==> src/mhic_pkg.sv <==
// Shared types, constants and helpers for the magnetometer hard-iron calibration core.
// Used by every module of the block; depends on nothing else.
package mhic_pkg;

  localparam int unsigned AXES        = 3;
  localparam int unsigned NUM_SLOTS   = 3;
  localparam int unsigned SAMPLE_W    = 16;
  localparam int unsigned GAIN_W      = 16;
  localparam int unsigned GAIN_FRAC   = 12;
  localparam int unsigned TIME_W      = 32;
  localparam int unsigned PROD_W      = SAMPLE_W + GAIN_W + 1;
  localparam int unsigned SHIFT_W     = PROD_W - GAIN_FRAC;
  localparam int unsigned FIFO_DEPTH  = 4;
  localparam int unsigned FIFO_PTR_W  = $clog2(FIFO_DEPTH);
  localparam int unsigned FIFO_CNT_W  = $clog2(FIFO_DEPTH + 1);
  localparam int unsigned APB_ADDR_W  = 4;
  localparam int unsigned APB_DATA_W  = 32;

  localparam logic [GAIN_W-1:0] GAIN_RESET       = GAIN_W'(4096);
  localparam logic [TIME_W-1:0] CAL_WINDOW_RESET = TIME_W'(30000000);

  typedef enum logic [1:0] {
    REG_GAIN_X     = 2'd0,
    REG_GAIN_Y     = 2'd1,
    REG_GAIN_Z     = 2'd2,
    REG_CAL_WINDOW = 2'd3
  } reg_idx_e;

  typedef logic signed [SAMPLE_W-1:0] sample_t;
  typedef sample_t [AXES-1:0] axes_t;

  typedef struct packed {
    axes_t             scaled;
    logic [TIME_W-1:0] time_us;
    logic              start_cal;
  } item_t;

  typedef struct packed {
    axes_t mag;
    logic  cal_active;
    axes_t offset;
  } result_t;

  typedef struct packed {
    logic full;
    logic empty;
  } fifo_status_t;

  localparam logic signed [SHIFT_W-1:0] SAT_MAX = 32767;
  localparam logic signed [SHIFT_W-1:0] SAT_MIN = -32768;

  function automatic sample_t sat16(input logic signed [SHIFT_W-1:0] v);
    sample_t r;
    if (v > SAT_MAX) begin
      r = sample_t'(SAT_MAX[SAMPLE_W-1:0]);
    end else if (v < SAT_MIN) begin
      r = sample_t'(SAT_MIN[SAMPLE_W-1:0]);
    end else begin
      r = sample_t'(v[SAMPLE_W-1:0]);
    end
    return r;
  endfunction

endpackage

==> src/mhic_front.sv <==
// Front stage: accepts a sample request, applies the Q4.12 gains with saturation
// and holds the scaled item until the queue takes it. Depends on mhic_pkg.
module mhic_front import mhic_pkg::*; (
  input  logic                            clk_i,
  input  logic                            rst_ni,
  input  logic                            in_valid_i,
  output logic                            in_stall_o,
  input  axes_t                           raw_i,
  input  logic [TIME_W-1:0]               time_us_i,
  input  logic                            start_cal_i,
  input  logic [AXES-1:0][GAIN_W-1:0]     gain_i,
  input  logic                            fifo_full_i,
  output logic                            push_o,
  output item_t                           item_o
);

  logic             valid_q, valid_d;
  logic             load;
  item_t            item_q, item_d;
  logic signed [PROD_W-1:0] prod [AXES];

  for (genvar g = 0; g < AXES; g++) begin : g_lane
    assign prod[g] = $signed(raw_i[g]) * $signed({1'b0, gain_i[g]});
    // floor shift by the fraction bits, then clamp to 16 bits
    assign item_d.scaled[g] = sat16(prod[g][PROD_W-1:GAIN_FRAC]);
  end

  assign item_d.time_us   = time_us_i;
  assign item_d.start_cal = start_cal_i;

  assign in_stall_o = valid_q && fifo_full_i;
  assign push_o     = valid_q && !fifo_full_i;
  assign load       = in_valid_i && !in_stall_o;

  always_comb begin
    valid_d = valid_q;
    if (load) begin
      valid_d = 1'b1;
    end else if (push_o) begin
      valid_d = 1'b0;
    end
  end

  always_ff @(posedge clk_i or negedge rst_ni) begin
    if (!rst_ni) begin
      valid_q <= 1'b0;
    end else begin
      valid_q <= valid_d;
    end
  end

  always_ff @(posedge clk_i) begin
    if (load) begin
      item_q <= item_d;
    end
  end

  assign item_o = item_q;

endmodule

==> config.mk <==
export PLATFORM = sky130hd
export DESIGN_NAME = mhic_front
export DESIGN_NICKNAME = d
export VERILOG_FILES = /design/src/mhic_pkg.sv /design/src/mhic_front.sv
export SDC_FILE = /design/constraint.sdc
export NUM_CORES = 2
export LEC_CHECK = 0
export ABC_AREA = 1
export BUFFER_PORTS_ARGS = -buffer_cell sky130_fd_sc_hd__buf_2
export CORE_MARGIN = 3
export CORE_UTILIZATION = 55
export CTS_CLUSTER_DIAMETER = 200
export DETAILED_ROUTE_END_ITERATION = 8
export GPL_ROUTABILITY_DRIVEN = 1
export HOLD_SLACK_MARGIN = 0.05
export PLACE_DENSITY = 0.74
export SLEW_MARGIN = 20
export SYNTH_ARGS = -nofsm -noshare
export SYNTH_HDL_FRONTEND = slang
export SYNTH_SLANG_ARGS = --single-unit
export TNS_END_PERCENT = 100
==> constraint.sdc <==
create_clock -name clk_i -period 8.54 [get_ports clk_i]
set_clock_uncertainty 0.15 [all_clocks]
set_input_delay 1.708 -clock clk_i [delete_from_list [all_inputs] [get_ports clk_i]]
set_output_delay 1.708 -clock clk_i [all_outputs]
set_load 0.005 [all_outputs]
==> results.yml <==
global_routing:
  first_global_vias: 25810
  grt_pass1_wl_um: 128900
  overflow: 0
  grt_antenna_before_repair: 3
  grtUsageTotal: 0.2712
  grt_max_degree: 64
setup_path:
  critical_path.top_delay_family: "adder cells"
  path_cells: "buf_2 -> inv_1 -> or2_2 -> fa_1 -> fa_1 -> inv_1 -> fa_1 -> fa_1 -> fa_1 -> inv_1 -> fa_1 -> inv_1 -> ha_1 -> nand2_1 -> nor2_1 -> inv_1 -> nor4_1 -> nand2_1 -> nand3_1 -> nand2_2 -> inv_1 -> nand4_1 -> nand2_2 -> nand2_1"
  critPathBufInv: 7
  crit_cells: 24
  r2r-end: "item_o[41]$_SDFFCE_PN1P_"
  path_class: "in -> reg"
  crit_path_start_kind: "input port"
  path_max_fanout: 17
  reg2reg_depth: 4
  r2r_slack_ps: 6180
  slowest_delay_ps: 520
  critPathSlowestCell: "fa_1"
  crit_path_end_kind: "register"
  cp_data_arrival_time_ps: 7420
  r2r_start: "valid_q$_DFFE_PN0P_"
  crit_required_ps: 8490
min_path:
  hp-class: "reg -> reg"
  hold-path-endpoint: "valid_q$_DFFE_PN0P_"
  hold_path.startpoint: "valid_q$_DFFE_PN0P_"
  min_path_cells: 2
die:
  rows: 85
  start_util: 0.5625
  die_h_um: 242.2
  coreArea_sq_um: 54560
  die_x_um: 242.2
  io_pins: 216
  dieArea_sq_um: 58670
routing:
  drc: 0
  ant_nets: 0
  wl_um: 76480
  vias_per_cell: 5.075
  wl_per_cell_um: 15.83
  via_count: 24520
  dr.first_iter.drc_count: 1504
  first_pass_iters: 6
clock_tree:
  cts_hold_buffers: 0
  cts_tree: "yes"
  cts_buffers: 9
  cts_sinks: 82
  clockBufferDepth: 2
  clk_latency_ps: 370
  cts.clk_slew.worst_paths_ps: 70
  h-tree-depth: 3
  cts-root-buf: "clkbuf_16"
  post_cts_resized: 0
  post_cts.repair.setup_buffers: 0
layout:
  regArea_sq_um: 2457
  areaGrowthSynthToFinish_pct: 5.378
  final_cell_mix: "inv_1 (1201), nand2_1 (1143), fa_1 (579)"
  final_common_cell: "inv_1"
  final_layout_size_suffix_gt1_frac: 0.07068
  n_fill_cell: 5073
  nets: 5153
  multiInputGateArea_sq_um: 23040
  final_cell_count_no_fill: 4831
synthesis:
  synth_cells: 4024
  synth_warnings: 0
  synth_edf_count: 81
  yosysSeqAreaShare: 0.08007
  yosys_most_used_dff: "edfxtp_1"
  netlist_area_sq_um: 30690
  async_flop_share: 0.01220
  synth_area_per_cell_sq_um: 7.627
  synth_seq_cells: 82
  ys_types: 39
  syn_nets: 5093
place:
  hpwl_um: 62660
  place_inst: 4812
  portBuffers: 215
  place_congestion: 0.9537
status:
  status: "finished clean"
timing:
  finalHoldViolations: 0
  clock.fmax_ghz: 0.1339
  drv_slew: 0
  fin_crit_sh: 0.8742
  rsz0062_at_grt: "no"
  setup_violations: 0
  fin_worst_hold_slack_ps: 346.4
  relSlewSlack: 0.4705
  fin_crit_ps: 7466
  tightest_slew_ps: 794.2
  tns_ps: 0
run:
  maxCapViolCount: 0
## synth_stat cells (2+ instances only)
cell type | count | share of area
inv_1 | 1201 | 0.15
nand2_1 | 1143 | 0.14
fa_1 | 579 | 0.38
ha_1 | 357 | 0.15
clkbuf_1 | 161 | 0.020
nor2_1 | 145 | 0.018
a21oi_1 | 84 | 0.014
edfxtp_1 | 81 | 0.079
nand3_1 | 53 | 0.0086
o21ai_0 | 36 | 0.0059
xor2_1 | 27 | 0.0077
xnor2_1 | 24 | 0.0068
or2_2 | 18 | 0.0037
nand2_2 | 16 | 0.0033
nor3_1 | 13 | 0.0021
o21bai_1 | 12 | 0.0029
nand4_1 | 10 | 0.0020
nor4_1 | 9 | 0.0018
a31oi_1 | 8 | 0.0016
buf_6 | 6 | 0.0022
nor2_2 | 6 | 0.0012
a21o_1 | 4 | 0.00098
inv_2 | 4 | 0.00049
nand3_2 | 4 | 0.0013
o21ai_1 | 3 | 0.00049
and3_1 | 2 | 0.00041
nand3b_1 | 2 | 0.00049
nor2_4 | 2 | 0.00073
nor3b_1 | 2 | 0.00049
o21a_1 | 2 | 0.00049
xor2_2 | 2 | 0.0011
## layout make-up
class,instances,share of cell area
well taps,739,0.02859
clock buffers,9,0.006964
flip-flops and latches,82,0.07599
inverters,1205,0.1399
clock inverters,7,0.002167
diodes,3,0.0002321
multi-input cells,2569,0.7125
repair buffers,217,0.03374
## how the worst max path moves through the flow
stage	to	slack (ps)	start
detailed placement	item_o[54]$_SDFFCE_PN1P_	710	raw_i[31]
CTS	item_o[35]$_SDFFCE_PN1P_	1090	raw_i[15]
finish	item_o[35]$_SDFFCE_PN1P_	1070	raw_i[15]
global placement	item_o[47]$_SDFFCE_PN1P_	800	raw_i[15]
floorplan	item_o[38]$_SDFFCE_PN1P_	1110	gain_i[7]
global route	item_o[37]$_SDFFCE_PN1P_	770	raw_i[15]
## per-stage QoR
| step | util | setup slack, ps | area (sq um) |
|---|---|---|---|
| after floorplan | - | 1114 | 30690 |
| after global routing | 0.5927 | 766.2 | 32330 |
| after detailed placement | 0.5872 | 705.7 | 32040 |
| after global placement | 0.5872 | 802.8 | 32040 |
| after CTS | 0.5926 | 1093 | 32330 |
| final | 0.5928 | 1074 | 32340 |
## cell families after synthesis
group,synth area share
AND/OR/NAND/NOR,0.1847
flip-flops,0.08007
XOR/XNOR,0.01561
adder cells (fa/ha/maj),0.5232
buffers and inverters,0.1694
AO/OA/AOI/OAI,0.02695
## registers in the layout, indices dropped and copies added, names as in the netlist
signal,flops
item_o,81
valid_q,1
## worst register-to-register path, cell delays in order, from the launching register on
cell	delay [ps]
dfrtp_1	380
nand2_1	70
inv_1	70
nor2_4	520
buf_4	750
## metal layers
metal / wire length, um / global-route usage
met3: 5629 / 0.04936
met1: 31170 / 0.3536
met4: 1778 / 0.06330
met2: 37910 / 0.4713
met5: 0 / 0
Power is not shown: default switching activity piles up to over one toggle a cycle in this logic, so the estimate is an artifact.
