`config.mk`:
```
export PLATFORM = sky130hd
export DESIGN_NAME = mhic_fifo
export DESIGN_NICKNAME = d
export VERILOG_FILES = /design/src/mhic_pkg.sv /design/src/mhic_fifo.sv
export SDC_FILE = /design/constraint.sdc
export NUM_CORES = 1
export LEC_CHECK = 0
export ABC_AREA = 1
export ABC_CLOCK_PERIOD_IN_PS = 3600
export BUFFER_PORTS_ARGS = -buffer_cell sky130_fd_sc_hd__clkbuf_2
export CAP_MARGIN = 25
export CELL_PAD_IN_SITES_DETAIL_PLACEMENT = 0
export CELL_PAD_IN_SITES_GLOBAL_PLACEMENT = 1
export CORE_MARGIN = 3
export CORE_UTILIZATION = 37
export CTS_CLUSTER_DIAMETER = 150
export CTS_CLUSTER_SIZE = 8
export DETAILED_ROUTE_END_ITERATION = 12
export PLACE_DENSITY_LB_ADDON = 0.2
export SETUP_SLACK_MARGIN = 0.3
export SYNTH_ARGS = -nofsm -noshare
export SYNTH_HDL_FRONTEND = slang
export SYNTH_SLANG_ARGS = --single-unit
```
`constraint.sdc`:
```
create_clock -name clk_i -period 3.6 [get_ports clk_i]
set_input_delay 0.72 -clock clk_i [delete_from_list [all_inputs] [get_ports clk_i]]
set_output_delay 0.72 -clock clk_i [all_outputs]
set_load 0.005 [all_outputs]
```
`src/mhic_pkg.sv`:
```
// Shared types, constants and helpers for the magnetometer hard-iron calibration core.
// Used by every module of the block; depends on nothing else.
package mhic_pkg;

  localparam int unsigned AXES        = 3;
  localparam int unsigned NUM_SLOTS   = 3;
  localparam int unsigned SAMPLE_W    = 16;
  localparam int unsigned GAIN_W      = 16;
  localparam int unsigned GAIN_FRAC   = 12;
  localparam int unsigned TIME_W      = 32;
  localparam int unsigned PROD_W      = SAMPLE_W + GAIN_W + 1;
  localparam int unsigned SHIFT_W     = PROD_W - GAIN_FRAC;
  localparam int unsigned FIFO_DEPTH  = 4;
  localparam int unsigned FIFO_PTR_W  = $clog2(FIFO_DEPTH);
  localparam int unsigned FIFO_CNT_W  = $clog2(FIFO_DEPTH + 1);
  localparam int unsigned APB_ADDR_W  = 4;
  localparam int unsigned APB_DATA_W  = 32;

  localparam logic [GAIN_W-1:0] GAIN_RESET       = GAIN_W'(4096);
  localparam logic [TIME_W-1:0] CAL_WINDOW_RESET = TIME_W'(30000000);

  typedef enum logic [1:0] {
    REG_GAIN_X     = 2'd0,
    REG_GAIN_Y     = 2'd1,
    REG_GAIN_Z     = 2'd2,
    REG_CAL_WINDOW = 2'd3
  } reg_idx_e;

  typedef logic signed [SAMPLE_W-1:0] sample_t;
  typedef sample_t [AXES-1:0] axes_t;

  typedef struct packed {
    axes_t             scaled;
    logic [TIME_W-1:0] time_us;
    logic              start_cal;
  } item_t;

  typedef struct packed {
    axes_t mag;
    logic  cal_active;
    axes_t offset;
  } result_t;

  typedef struct packed {
    logic full;
    logic empty;
  } fifo_status_t;

  localparam logic signed [SHIFT_W-1:0] SAT_MAX = 32767;
  localparam logic signed [SHIFT_W-1:0] SAT_MIN = -32768;

  function automatic sample_t sat16(input logic signed [SHIFT_W-1:0] v);
    sample_t r;
    if (v > SAT_MAX) begin
      r = sample_t'(SAT_MAX[SAMPLE_W-1:0]);
    end else if (v < SAT_MIN) begin
      r = sample_t'(SAT_MIN[SAMPLE_W-1:0]);
    end else begin
      r = sample_t'(v[SAMPLE_W-1:0]);
    end
    return r;
  endfunction

endpackage

```
`src/mhic_fifo.sv`:
```
// Short queue of scaled items between the front and back stages.
// Depends on mhic_pkg.
module mhic_fifo import mhic_pkg::*; (
  input  logic         clk_i,
  input  logic         rst_ni,
  input  logic         push_i,
  input  item_t        item_i,
  input  logic         pop_i,
  output item_t        head_o,
  output fifo_status_t status_o
);

  item_t                 mem_q [FIFO_DEPTH];
  logic [FIFO_PTR_W-1:0] wr_ptr_q, wr_ptr_d;
  logic [FIFO_PTR_W-1:0] rd_ptr_q, rd_ptr_d;
  logic [FIFO_CNT_W-1:0] count_q, count_d;

  assign status_o.full  = (count_q == FIFO_CNT_W'(FIFO_DEPTH));
  assign status_o.empty = (count_q == '0);
  assign head_o         = mem_q[rd_ptr_q];

  always_comb begin
    wr_ptr_d = wr_ptr_q;
    rd_ptr_d = rd_ptr_q;
    count_d  = count_q;
    if (push_i) begin
      wr_ptr_d = (wr_ptr_q == FIFO_PTR_W'(FIFO_DEPTH - 1)) ? '0 : wr_ptr_q + 1'b1;
    end
    if (pop_i) begin
      rd_ptr_d = (rd_ptr_q == FIFO_PTR_W'(FIFO_DEPTH - 1)) ? '0 : rd_ptr_q + 1'b1;
    end
    if (push_i && !pop_i) begin
      count_d = count_q + 1'b1;
    end else if (pop_i && !push_i) begin
      count_d = count_q - 1'b1;
    end
  end

  always_ff @(posedge clk_i or negedge rst_ni) begin
    if (!rst_ni) begin
      wr_ptr_q <= '0;
      rd_ptr_q <= '0;
      count_q  <= '0;
    end else begin
      wr_ptr_q <= wr_ptr_d;
      rd_ptr_q <= rd_ptr_d;
      count_q  <= count_d;
    end
  end

  always_ff @(posedge clk_i) begin
    if (push_i) begin
      mem_q[wr_ptr_q] <= item_i;
    end
  end

endmodule

```
==> flow_metrics.env <==
export IMPL_status="complete, no violations"
export IMPL_clk_pin_slew_worst_paths_ns=0.06
export IMPL_viasPerCell=4.64
export IMPL_syn_inst=996
export IMPL_rsz0062_at_grt="no"
export IMPL_tightest_slew_ns=0.675
export IMPL_finalCritPeriodShare_pct=84.2
export IMPL_dieArea_um2=38100
export IMPL_start_kind="flop"
export IMPL_synth_area_leaders="edfxtp_1 (73%), o211ai_1 (9.2%), nand2_1 (7.3%), inv_1 (4.9%), buf_2 (1.5%)"
export IMPL_synth_ff_type="edfxtp_1"
export IMPL_path_common_cell="nand2_1"
export IMPL_portBuffers=167
export IMPL_wirelength_mm=27.2
export IMPL_final_layout_size_suffix_gt1_share_pct=20.4
export IMPL_root_buffer="clkbuf_16"
export IMPL_crit_type="flop to output pin"
export IMPL_start_util_pct=38.0
export IMPL_syn2layout_area_growth_pct=19.3
export IMPL_synth_common_cells="edfxtp_1 (324), nand2_1 (259), inv_1 (173)"
export IMPL_ir_drop_mv=0.462
export IMPL_power_total_mw=12.3
export IMPL_io_pins=168
export IMPL_place_congestion=0.702
export IMPL_yosys_warnings=0
export IMPL_syn_num_nets=1088
export IMPL_numCtsBuffers=47
export IMPL_period_minus_slack_ns=3.03
export IMPL_fp_coreArea_um2=34900
export IMPL_path_max_fanout=120
export IMPL_slew_violations=0
export IMPL_crit_required_ns=2.88
export IMPL_cp_slowest_stage_delay_ns=0.49
export IMPL_max_freq_mhz=330
export IMPL_max_slew_margin_pct=55.0
export IMPL_crit_chain="inv_8 -> buf_4 -> nand2_1 -> o211ai_1 -> nand2_1 -> clkbuf_2"
export IMPL_finalSetupViolCount=0
export IMPL_vias=7635
export IMPL_stdcell_area_um2=15800
export IMPL_grt_use_total_pct=14.3
export IMPL_nets=1272
export IMPL_grt_pass1_vias=7509
export IMPL_synth_most_common_cell="edfxtp_1"
export IMPL_syn_area_per_cell_um2=13.3
export IMPL_synth_edf_count=324
export IMPL_synth_seq_area_share_pct=74.8
export IMPL_drtAntennaViolNets=0
export IMPL_synth_seq_cells=331
export IMPL_grt_pass1_wl_mm=42.5
export IMPL_p_leak_nw=6.40
export IMPL_powerDensity_nw_per_um2=782
export IMPL_worstSetupEndpointType="output pin"
export IMPL_synth_cell_types=17
export IMPL_hold_violations=0
export IMPL_fin_setup_tns_ns=0
export IMPL_cts_resized=0
export IMPL_hold_class="input port to flop"
export IMPL_synth_async_reset_ratio_pct=2.11
export IMPL_fp_dieH_um=195
export IMPL_cp_slowest_cell="inv_8"
export IMPL_grt_start_max_net_pins=121
export IMPL_skew_ns=0.0205
export IMPL_gr_total_overflow=0
export IMPL_worstSkewPairLatency_ns=0.53
export IMPL_rows=68
export IMPL_netlist_top_cell_by_area="edfxtp_1"
export IMPL_dp_hpwl_mm=15.6
export IMPL_drt_pass1_iter_count=4
export IMPL_drc=0
export IMPL_cts_max_level=2
export IMPL_maxCapViolCount=0
export IMPL_arrival_ns=2.31
export IMPL_wl_per_cell_um=16.5
export IMPL_cts_num_sinks=331
export IMPL_synth_cell_area_um2=13200
export IMPL_die_x_um=195
export IMPL_diodes=0
export IMPL_synth_top_area_share_pct=73.5
export IMPL_dpl_instance_area_um2=14600
export IMPL_drtIter0Drc=288
export IMPL_clock_path_buffers=3
export IMPL_cts_tree="done"
export IMPL_antenna_found_initial=1
-- report_power, final --
group	internal (mW)	switching, mW
Sequential	4.95	0.149
Combinational	1.23	2.27
Clock	2.31	1.44
-- cell type report --
| cell class | instances | area (um^2) |
|---|---|---|
| Clock inverter | 2 | 16.3 |
| Timing Repair Buffer | 187 | 1080 |
| Tap cell | 455 | 569 |
| Fill cell | 3169 | 19100 |
| Multi-Input combinational cell | 438 | 2340 |
| Inverter | 175 | 676 |
| Sequential cell | 331 | 9910 |
| Clock buffer | 56 | 1210 |
-- path summary, 6_finish.rpt --
kind                                      endpoint  slack [ns]                    start  depth (start not counted)
hold / removal              mem_q[2][31]$_DFFE_PP_        0.40               item_i[31]                          1
setup reg to reg            mem_q[0][17]$_DFFE_PP_        1.68  wr_ptr_q[0]$_DFFE_PN0P_                          5
min in group asynchronous   count_q[2]$_DFFE_PN0P_        0.57                   rst_ni                          2
max in group asynchronous  rd_ptr_q[1]$_DFFE_PN0P_        2.84                   rst_ni                          2
hold reg to reg             count_q[2]$_DFFE_PN0P_        0.49   count_q[2]$_DFFE_PN0P_                          2
setup / recovery                        head_o[38]        0.57  rd_ptr_q[0]$_DFFE_PN0P_                          6
-- placed cells by master, fill, tap and decap left out, types with 2 or more instances in the layout --
| cell | n |
|---|---|
| o21ai_0 | 3 |
| buf_4 | 12 |
| o211ai_1 | 162 |
| inv_1 | 169 |
| nand2_1 | 259 |
| inv_4 | 4 |
| clkbuf_2 | 167 |
| buf_12 | 7 |
| clkbuf_16 | 47 |
| edfxtp_1 | 324 |
| clkbuf_1 | 9 |
| dfrtp_1 | 6 |
| ha_1 | 6 |
| nor3_1 | 2 |
-- critical path: cells and delay by family (launching register included) --
family / cells / cell delay (ns)
DFF: 1 / 0.45
and+or+nand+nor: 2 / 0.16
AOI/OAI and AO/OA: 1 / 0.09
buffers and inverters: 3 / 1.00
-- per-stage QoR --
stage | util, % | instances | hold slack, ns | worst slack (ns)
after global routing | 45.3 | 1644 | 0.368 | 0.343
after floorplan | - | 996 | 0.424 | 0.834
final | 45.3 | 1644 | 0.397 | 0.568
after global placement | 41.7 | 1585 | 0.480 | 1.13
after detailed placement | 41.7 | 1585 | 0.484 | 1.11
after CTS | 45.3 | 1644 | 0.364 | 0.521
-- cells by family after synthesis --
| kind of cell | after synthesis | share of synthesized area [%] |
|---|---|---|
| fa+ha+maj | 7 | 0.718 |
| flops | 331 | 74.8 |
| simple gates | 264 | 7.53 |
| buf+inv | 227 | 7.54 |
| xor+xnor | 1 | 0.0662 |
| compound gates | 166 | 9.34 |
-- state kept, by name (all words and copies together), names as in the netlist --
register and cells:
wr_ptr_q 2, rd_ptr_q 2, mem_q 324, count_q 3
-- routing by layer --
layer / global-route usage [%] / wire length, um / up-vias
met2: 24.4 / 13100 / 154
met4: 4.07 / 465 / 2
met5: 0 / 8 / -
li1: - / - / 3829
met1: 17.6 / 11700 / 3608
met3: 4.78 / 1930 / 42
-- what timing repair did --
| item | CTS | global route |
|---|---|---|
| endpoints found under the hold margin | 7 | 0 |
| hold buffers | 1 | 0 |
| setup buffers | 0 | 0 |
Power figures use the tool's default switching activity.
