--- src/mhic_pkg.sv ---
// Shared types, constants and helpers for the magnetometer hard-iron calibration core.
// Used by every module of the block; depends on nothing else.
package mhic_pkg;

  localparam int unsigned AXES        = 3;
  localparam int unsigned NUM_SLOTS   = 3;
  localparam int unsigned SAMPLE_W    = 16;
  localparam int unsigned GAIN_W      = 16;
  localparam int unsigned GAIN_FRAC   = 12;
  localparam int unsigned TIME_W      = 32;
  localparam int unsigned PROD_W      = SAMPLE_W + GAIN_W + 1;
  localparam int unsigned SHIFT_W     = PROD_W - GAIN_FRAC;
  localparam int unsigned FIFO_DEPTH  = 4;
  localparam int unsigned FIFO_PTR_W  = $clog2(FIFO_DEPTH);
  localparam int unsigned FIFO_CNT_W  = $clog2(FIFO_DEPTH + 1);
  localparam int unsigned APB_ADDR_W  = 4;
  localparam int unsigned APB_DATA_W  = 32;

  localparam logic [GAIN_W-1:0] GAIN_RESET       = GAIN_W'(4096);
  localparam logic [TIME_W-1:0] CAL_WINDOW_RESET = TIME_W'(30000000);

  typedef enum logic [1:0] {
    REG_GAIN_X     = 2'd0,
    REG_GAIN_Y     = 2'd1,
    REG_GAIN_Z     = 2'd2,
    REG_CAL_WINDOW = 2'd3
  } reg_idx_e;

  typedef logic signed [SAMPLE_W-1:0] sample_t;
  typedef sample_t [AXES-1:0] axes_t;

  typedef struct packed {
    axes_t             scaled;
    logic [TIME_W-1:0] time_us;
    logic              start_cal;
  } item_t;

  typedef struct packed {
    axes_t mag;
    logic  cal_active;
    axes_t offset;
  } result_t;

  typedef struct packed {
    logic full;
    logic empty;
  } fifo_status_t;

  localparam logic signed [SHIFT_W-1:0] SAT_MAX = 32767;
  localparam logic signed [SHIFT_W-1:0] SAT_MIN = -32768;

  function automatic sample_t sat16(input logic signed [SHIFT_W-1:0] v);
    sample_t r;
    if (v > SAT_MAX) begin
      r = sample_t'(SAT_MAX[SAMPLE_W-1:0]);
    end else if (v < SAT_MIN) begin
      r = sample_t'(SAT_MIN[SAMPLE_W-1:0]);
    end else begin
      r = sample_t'(v[SAMPLE_W-1:0]);
    end
    return r;
  endfunction

endpackage

--- src/mhic_back.sv ---
// Back stage: min/max tracking, window timing, offset correction and the
// output register. Depends on mhic_pkg.
module mhic_back import mhic_pkg::*; (
  input  logic              clk_i,
  input  logic              rst_ni,
  input  fifo_status_t      fifo_status_i,
  input  item_t             head_i,
  output logic              pop_o,
  input  logic [TIME_W-1:0] cal_window_i,
  output logic              out_valid_o,
  input  logic              out_stall_i,
  output result_t           result_o
);

  axes_t             offset_q, offset_d;
  axes_t             min_q, min_d;
  axes_t             max_q, max_d;
  logic              running_q, running_d;
  logic              seeded_q, seeded_d;
  logic [TIME_W-1:0] wstart_q, wstart_d;
  logic              out_valid_q, out_valid_d;
  result_t           result_q, result_d;

  logic              calibrating;
  logic              first;
  logic              in_window;
  logic [TIME_W-1:0] elapsed;
  sample_t           min_base, max_base;
  logic signed [SAMPLE_W:0] sum;
  logic signed [SAMPLE_W:0] diff;

  assign pop_o = !fifo_status_i.empty && (!out_valid_q || !out_stall_i);

  always_comb begin
    offset_d    = offset_q;
    min_d       = min_q;
    max_d       = max_q;
    running_d   = running_q;
    seeded_d    = seeded_q;
    wstart_d    = wstart_q;
    result_d    = result_q;
    min_base    = '0;
    max_base    = '0;
    sum         = '0;
    diff        = '0;
    calibrating = running_q || head_i.start_cal;
    first       = !seeded_q;
    wstart_d    = (calibrating && first) ? head_i.time_us : wstart_q;
    elapsed     = head_i.time_us - wstart_d;
    in_window   = elapsed < cal_window_i;

    if (pop_o) begin
      for (int i = 0; i < AXES; i++) begin
        if (calibrating) begin
          result_d.mag[i] = head_i.scaled[i];
        end else begin
          diff = {head_i.scaled[i][SAMPLE_W-1], head_i.scaled[i]}
               - {offset_q[i][SAMPLE_W-1], offset_q[i]};
          result_d.mag[i] = sat16(SHIFT_W'(diff));
        end
      end

      if (calibrating) begin
        if (in_window) begin
          running_d = 1'b1;
          seeded_d  = 1'b1;
          for (int i = 0; i < AXES; i++) begin
            min_base = first ? head_i.scaled[i] : min_q[i];
            max_base = first ? head_i.scaled[i] : max_q[i];
            min_d[i] = ($signed(head_i.scaled[i]) < $signed(min_base)) ?
                       head_i.scaled[i] : min_base;
            max_d[i] = ($signed(head_i.scaled[i]) > $signed(max_base)) ?
                       head_i.scaled[i] : max_base;
            sum = {min_d[i][SAMPLE_W-1], min_d[i]} + {max_d[i][SAMPLE_W-1], max_d[i]};
            // floor of the midpoint
            offset_d[i] = sum[SAMPLE_W:1];
          end
        end else begin
          running_d = 1'b0;
          seeded_d  = 1'b0;
        end
      end else begin
        wstart_d = wstart_q;
      end

      result_d.cal_active = running_d;
      result_d.offset     = offset_d;
    end else begin
      wstart_d = wstart_q;
    end
  end

  always_comb begin
    out_valid_d = out_valid_q;
    if (pop_o) begin
      out_valid_d = 1'b1;
    end else if (!out_stall_i) begin
      out_valid_d = 1'b0;
    end
  end

  always_ff @(posedge clk_i or negedge rst_ni) begin
    if (!rst_ni) begin
      offset_q    <= '0;
      min_q       <= '0;
      max_q       <= '0;
      running_q   <= 1'b0;
      seeded_q    <= 1'b0;
      wstart_q    <= '0;
      out_valid_q <= 1'b0;
    end else begin
      offset_q    <= offset_d;
      min_q       <= min_d;
      max_q       <= max_d;
      running_q   <= running_d;
      seeded_q    <= seeded_d;
      wstart_q    <= wstart_d;
      out_valid_q <= out_valid_d;
    end
  end

  always_ff @(posedge clk_i) begin
    if (pop_o) begin
      result_q <= result_d;
    end
  end

  assign out_valid_o = out_valid_q;
  assign result_o    = result_q;

endmodule

--- config.mk ---
export PLATFORM = sky130hd
export DESIGN_NAME = mhic_back
export DESIGN_NICKNAME = d
export VERILOG_FILES = /design/src/mhic_pkg.sv /design/src/mhic_back.sv
export SDC_FILE = /design/constraint.sdc
export NUM_CORES = 1
export LEC_CHECK = 0
export ABC_AREA = 1
export BUFFER_PORTS_ARGS = -buffer_cell sky130_fd_sc_hd__buf_2
export CAP_MARGIN = 20
export CORE_ASPECT_RATIO = 0.6
export CORE_MARGIN = 2
export CORE_UTILIZATION = 40
export CTS_CLUSTER_SIZE = 16
export DETAILED_ROUTE_END_ITERATION = 10
export GPL_TIMING_DRIVEN = 0
export PLACE_DENSITY = 0.66
export SYNTH_ARGS = -nofsm -noshare
export SYNTH_HDL_FRONTEND = slang
export SYNTH_SLANG_ARGS = --single-unit
export TNS_END_PERCENT = 30
--- constraint.sdc ---
create_clock -name clk_i -period 8.2 [get_ports clk_i]
set_input_delay 0 -clock clk_i [delete_from_list [all_inputs] [get_ports clk_i]]
set_output_delay 0 -clock clk_i [all_outputs]
set_load 0.01 [all_outputs]
==> results.py <==
metrics = {
    "run_status": {
        "outcome": "finished with violations",
        "violations": "negative hold slack",
    },
    "sta": {
        "fin_skew_ns": 0.0226,
        "maxSlewViolCount": 0,
        "post-route-min-period_ns": 6.91,
        "setup_viol_count_final": 0,
        "fin_tns_setup_ns": 0,
        "maxClockFrequency_mhz": 145,
        "min_period_over_period": 0.843,
        "hold_slack_ns": -0.0345,
        "report.final.hold_viol_count": 12,
        "actual_transition_at_the_worst_max_transition_pin_ns": 1.15,
        "slew-limit-headroom": 0.231,
        "rsz_0062_raised_after_global_routing": "false",
    },
    "synth": {
        "yosys_most_used_dff": "sky130_fd_sc_hd__dfrtp_1",
        "synthesis.area_um2": 22100,
        "synth_area_per_cell_um2": 7.39,
        "asyncSetResetFlopFracSynth": 0.649,
        "netlist.top_cell.by_area": "sky130_fd_sc_hd__dfrtp_1",
        "synth_unique_cells": 56,
        "synth-warning-count": 0,
        "seq_area_frac_synth": 0.334,
        "synth_commonest_cells": "sky130_fd_sc_hd__nand2_1, sky130_fd_sc_hd__nor2_1, sky130_fd_sc_hd__a21oi_1",
        "synth_enable_flop_cells": 97,
        "synthMostInstantiatedCell": "sky130_fd_sc_hd__nand2_1",
        "ys_top_cells_by_area": "sky130_fd_sc_hd__dfrtp_1, sky130_fd_sc_hd__ha_1, sky130_fd_sc_hd__nand2_1, sky130_fd_sc_hd__edfxtp_1, sky130_fd_sc_hd__a21oi_1",
        "yosysTopAreaCellShare": 0.202,
        "synthesis.instances": 2995,
        "ys_ff_latch": 276,
        "synthesis.nets": 3362,
    },
    "route": {
        "drt-initial-drc-count": 2257,
        "drt.antenna.violating_nets": 0,
        "drc": 0,
        "total_routed_length_um": 77400,
        "detail_route.wl_per_cell_um": 19.0,
        "detail_route.first_pass.iterations": 6,
        "post_drt_via_cell_ratio": 5.32,
        "via_count": 21648,
    },
    "run": {
        "cap_viol_max_count": 0,
    },
    "cells_and_area": {
        "layout.cells.non_filler": 4067,
        "n_fill_cell": 5392,
        "syn_to_final_growth_pct": 18.1,
        "drive_gt1_frac": 0.114,
        "final_nets": 3696,
    },
    "global_route": {
        "grt_antenna_before_repair": 2,
        "busiest_layer": "met1",
        "grt_start_max_net_pins": 106,
        "vias_in_the_first_global_route": 19864,
        "grt-ovfl-total": 0,
        "grtUsageMet2": 0.357,
        "wire_length_of_the_first_global_routing_pass_um": 118000,
        "globalRouteMet1Util": 0.412,
        "grt_util_all_layers": 0.268,
        "met3_usage": 0.0910,
    },
    "clock_tree": {
        "skew_pair_late_insertion_delay_ns": 0.60,
        "cts_resized": 0,
        "htree_levels": 1,
        "clock_sinks": 276,
        "ctsLongestPathBuffers": 3,
        "ctsRootBufferMaster": "sky130_fd_sc_hd__clkbuf_16",
        "clkTransAtPathRegs_ns": 0.07,
        "num_cts_buffers": 30,
        "cts_tree": "yes",
    },
    "worst_setup_path": {
        "critPathSlowestCell": "sky130_fd_sc_hd__clkbuf_1",
        "worstPathCellList": "inv_2 > nand2_4 > buf_6 > clkbuf_1 > mux2i_1 > ha_1 > inv_1 > o21ai_0 > a21oi_2 > o21ai_2 > nand2_1 > nand2_1 > a21oi_1 > xnor2_1 > ha_1 > a21oi_1 > o21a_1 > o21ai_0 > a21boi_0 > o2111ai_1 > a21oi_1 > clkbuf_1 > o21ai_0",
        "worst-endpoint-arrival_ns": 7.18,
        "worst-path-max-fanout": 10,
        "critical_path_required_ns": 8.46,
        "critical_path.top_delay_family": "compound AO/OA/AOI/OAI gates",
        "path_class": "reg -> reg",
        "worstPathBufferInverterCount": 5,
        "critPathMaxStageDelay_ns": 0.85,
        "critPathCaptureType": "flop",
        "start_kind": "flop",
    },
    "die": {
        "core_region_area_um2": 54400,
        "io-pin-count": 217,
        "chipWidth_um": 308,
        "fp.dieH_um": 186,
        "row_count": 66,
        "start_util": 0.407,
        "die-area_um2": 57300,
    },
    "worst_hold_path": {
        "min_path_type": "in -> async",
    },
    "place": {
        "buffer_ports.inserted": 215,
        "dp_cells": 3928,
        "finalWeightedCongestion": 1.02,
        "detailed_place_hpwl_um": 60000,
    },
}
==> cell usage in the layout, fill, tap and decap left out, types with 4 or more instances in the layout <==
cell / n
sky130_fd_sc_hd__a211oi_1: 9
sky130_fd_sc_hd__a21o_1: 6
sky130_fd_sc_hd__a21oi_1: 299
sky130_fd_sc_hd__a21oi_2: 8
sky130_fd_sc_hd__a31oi_1: 10
sky130_fd_sc_hd__buf_1: 4
sky130_fd_sc_hd__buf_2: 243
sky130_fd_sc_hd__buf_4: 5
sky130_fd_sc_hd__buf_6: 7
sky130_fd_sc_hd__bufinv_16: 7
sky130_fd_sc_hd__clkbuf_1: 50
sky130_fd_sc_hd__clkbuf_16: 31
sky130_fd_sc_hd__clkinv_1: 4
sky130_fd_sc_hd__clkinv_2: 6
sky130_fd_sc_hd__dfrtp_1: 179
sky130_fd_sc_hd__dlygate4sd3_1: 83
sky130_fd_sc_hd__edfxtp_1: 97
sky130_fd_sc_hd__fa_1: 6
sky130_fd_sc_hd__ha_1: 243
sky130_fd_sc_hd__inv_1: 292
sky130_fd_sc_hd__inv_2: 5
sky130_fd_sc_hd__mux2i_1: 24
sky130_fd_sc_hd__nand2_1: 793
sky130_fd_sc_hd__nand2_2: 18
sky130_fd_sc_hd__nand3_1: 95
sky130_fd_sc_hd__nand3_2: 6
sky130_fd_sc_hd__nand4_1: 18
sky130_fd_sc_hd__nor2_1: 316
sky130_fd_sc_hd__nor2_2: 5
sky130_fd_sc_hd__nor3_1: 18
sky130_fd_sc_hd__nor4_1: 9
sky130_fd_sc_hd__o211ai_1: 4
sky130_fd_sc_hd__o21a_1: 13
sky130_fd_sc_hd__o21ai_0: 235
sky130_fd_sc_hd__o21ai_1: 33
sky130_fd_sc_hd__o21ai_2: 10
sky130_fd_sc_hd__o21bai_1: 8
sky130_fd_sc_hd__o31ai_1: 5
sky130_fd_sc_hd__xnor2_1: 34
sky130_fd_sc_hd__xor2_1: 68
==> flip-flops by register name, indices dropped and copies added, names as in the netlist <==
register and flops:
max_q 48, min_q 48, offset_q 48, out_valid_o 1, result_o 97, running_q 1
seeded_q 1, wstart_q 32
==> path summary, 6_finish.rpt <==
check                                      startpoint                  endpoint  slack, ns  cells after the start
worst max-delay path             seeded_q$_DFFE_PN0P_    result_o[29]$_DFFE_PP_       1.29                     23
worst min-delay path                           rst_ni   offset_q[5]$_DFFE_PN0P_      -0.03                      2
worst max register to register   seeded_q$_DFFE_PN0P_    result_o[29]$_DFFE_PP_       1.29                     23
min in group clk_i                         head_i[34]      min_q[1]$_DFFE_PN0P_       0.05                      3
worst min register to register  min_q[13]$_DFFE_PN0P_     min_q[13]$_DFFE_PN0P_       0.47                      2
max in group asynchronous                      rst_ni  offset_q[26]$_DFFE_PN0P_       7.22                      3
==> per-layer routing <==
layer  routed length [um]  share of wire  up-vias
met5                   13        0.00017        -
met4                 1460          0.019        2
met3                 9820           0.13       92
met2                28800           0.37     1028
met1                37400           0.48     9875
li1                     -              -    10651
==> logic make-up (layout without fill, tap and decap cells) <==
family                     Yosys count  in the layout  share of synthesized area
buffers and inverters              392            749                     0.0714
xor gates and xnor gates           102            102                     0.0404
DFF                                276            276                      0.334
muxes                               24             24                     0.0109
adders and majority gates          249            249                      0.143
AOI/OAI and AO/OA                  663            663                      0.165
and+or+nand+nor                   1289           1289                      0.235
other                                0              1                          0
==> through the flow <==
step | cell area (um2) | util | setup WS, ns
global placement | 24100 | 0.443 | -2.53
floorplan | 22100 | - | 1.60
CTS | 26100 | 0.480 | 1.44
global route | 26100 | 0.480 | 0.980
detailed placement | 24200 | 0.445 | 1.45
finish | 26100 | 0.480 | 1.29
==> layout make-up <==
class                      instances  area (um2)  share of cell area
clock inverter                    21         299              0.0114
antenna                            1        2.50           0.0000958
inverter                         299        1120              0.0430
timing repair buffer             302        2000              0.0767
tap                              714         893              0.0342
clock buffer                      34         797              0.0305
multi-input combinational       2327       13200               0.504
sequential                       276        7390               0.283
buffer                            93         457              0.0175
==> what timing repair did <==
action / 4_1_cts / 5_1_grt
hold buffers: 83 / 0
hold endpoints to repair: 324 / 0
buffers inserted: 0 / 0
Power is not shown: default switching activity piles up to over one toggle a cycle in this logic, so the estimate is an artifact.
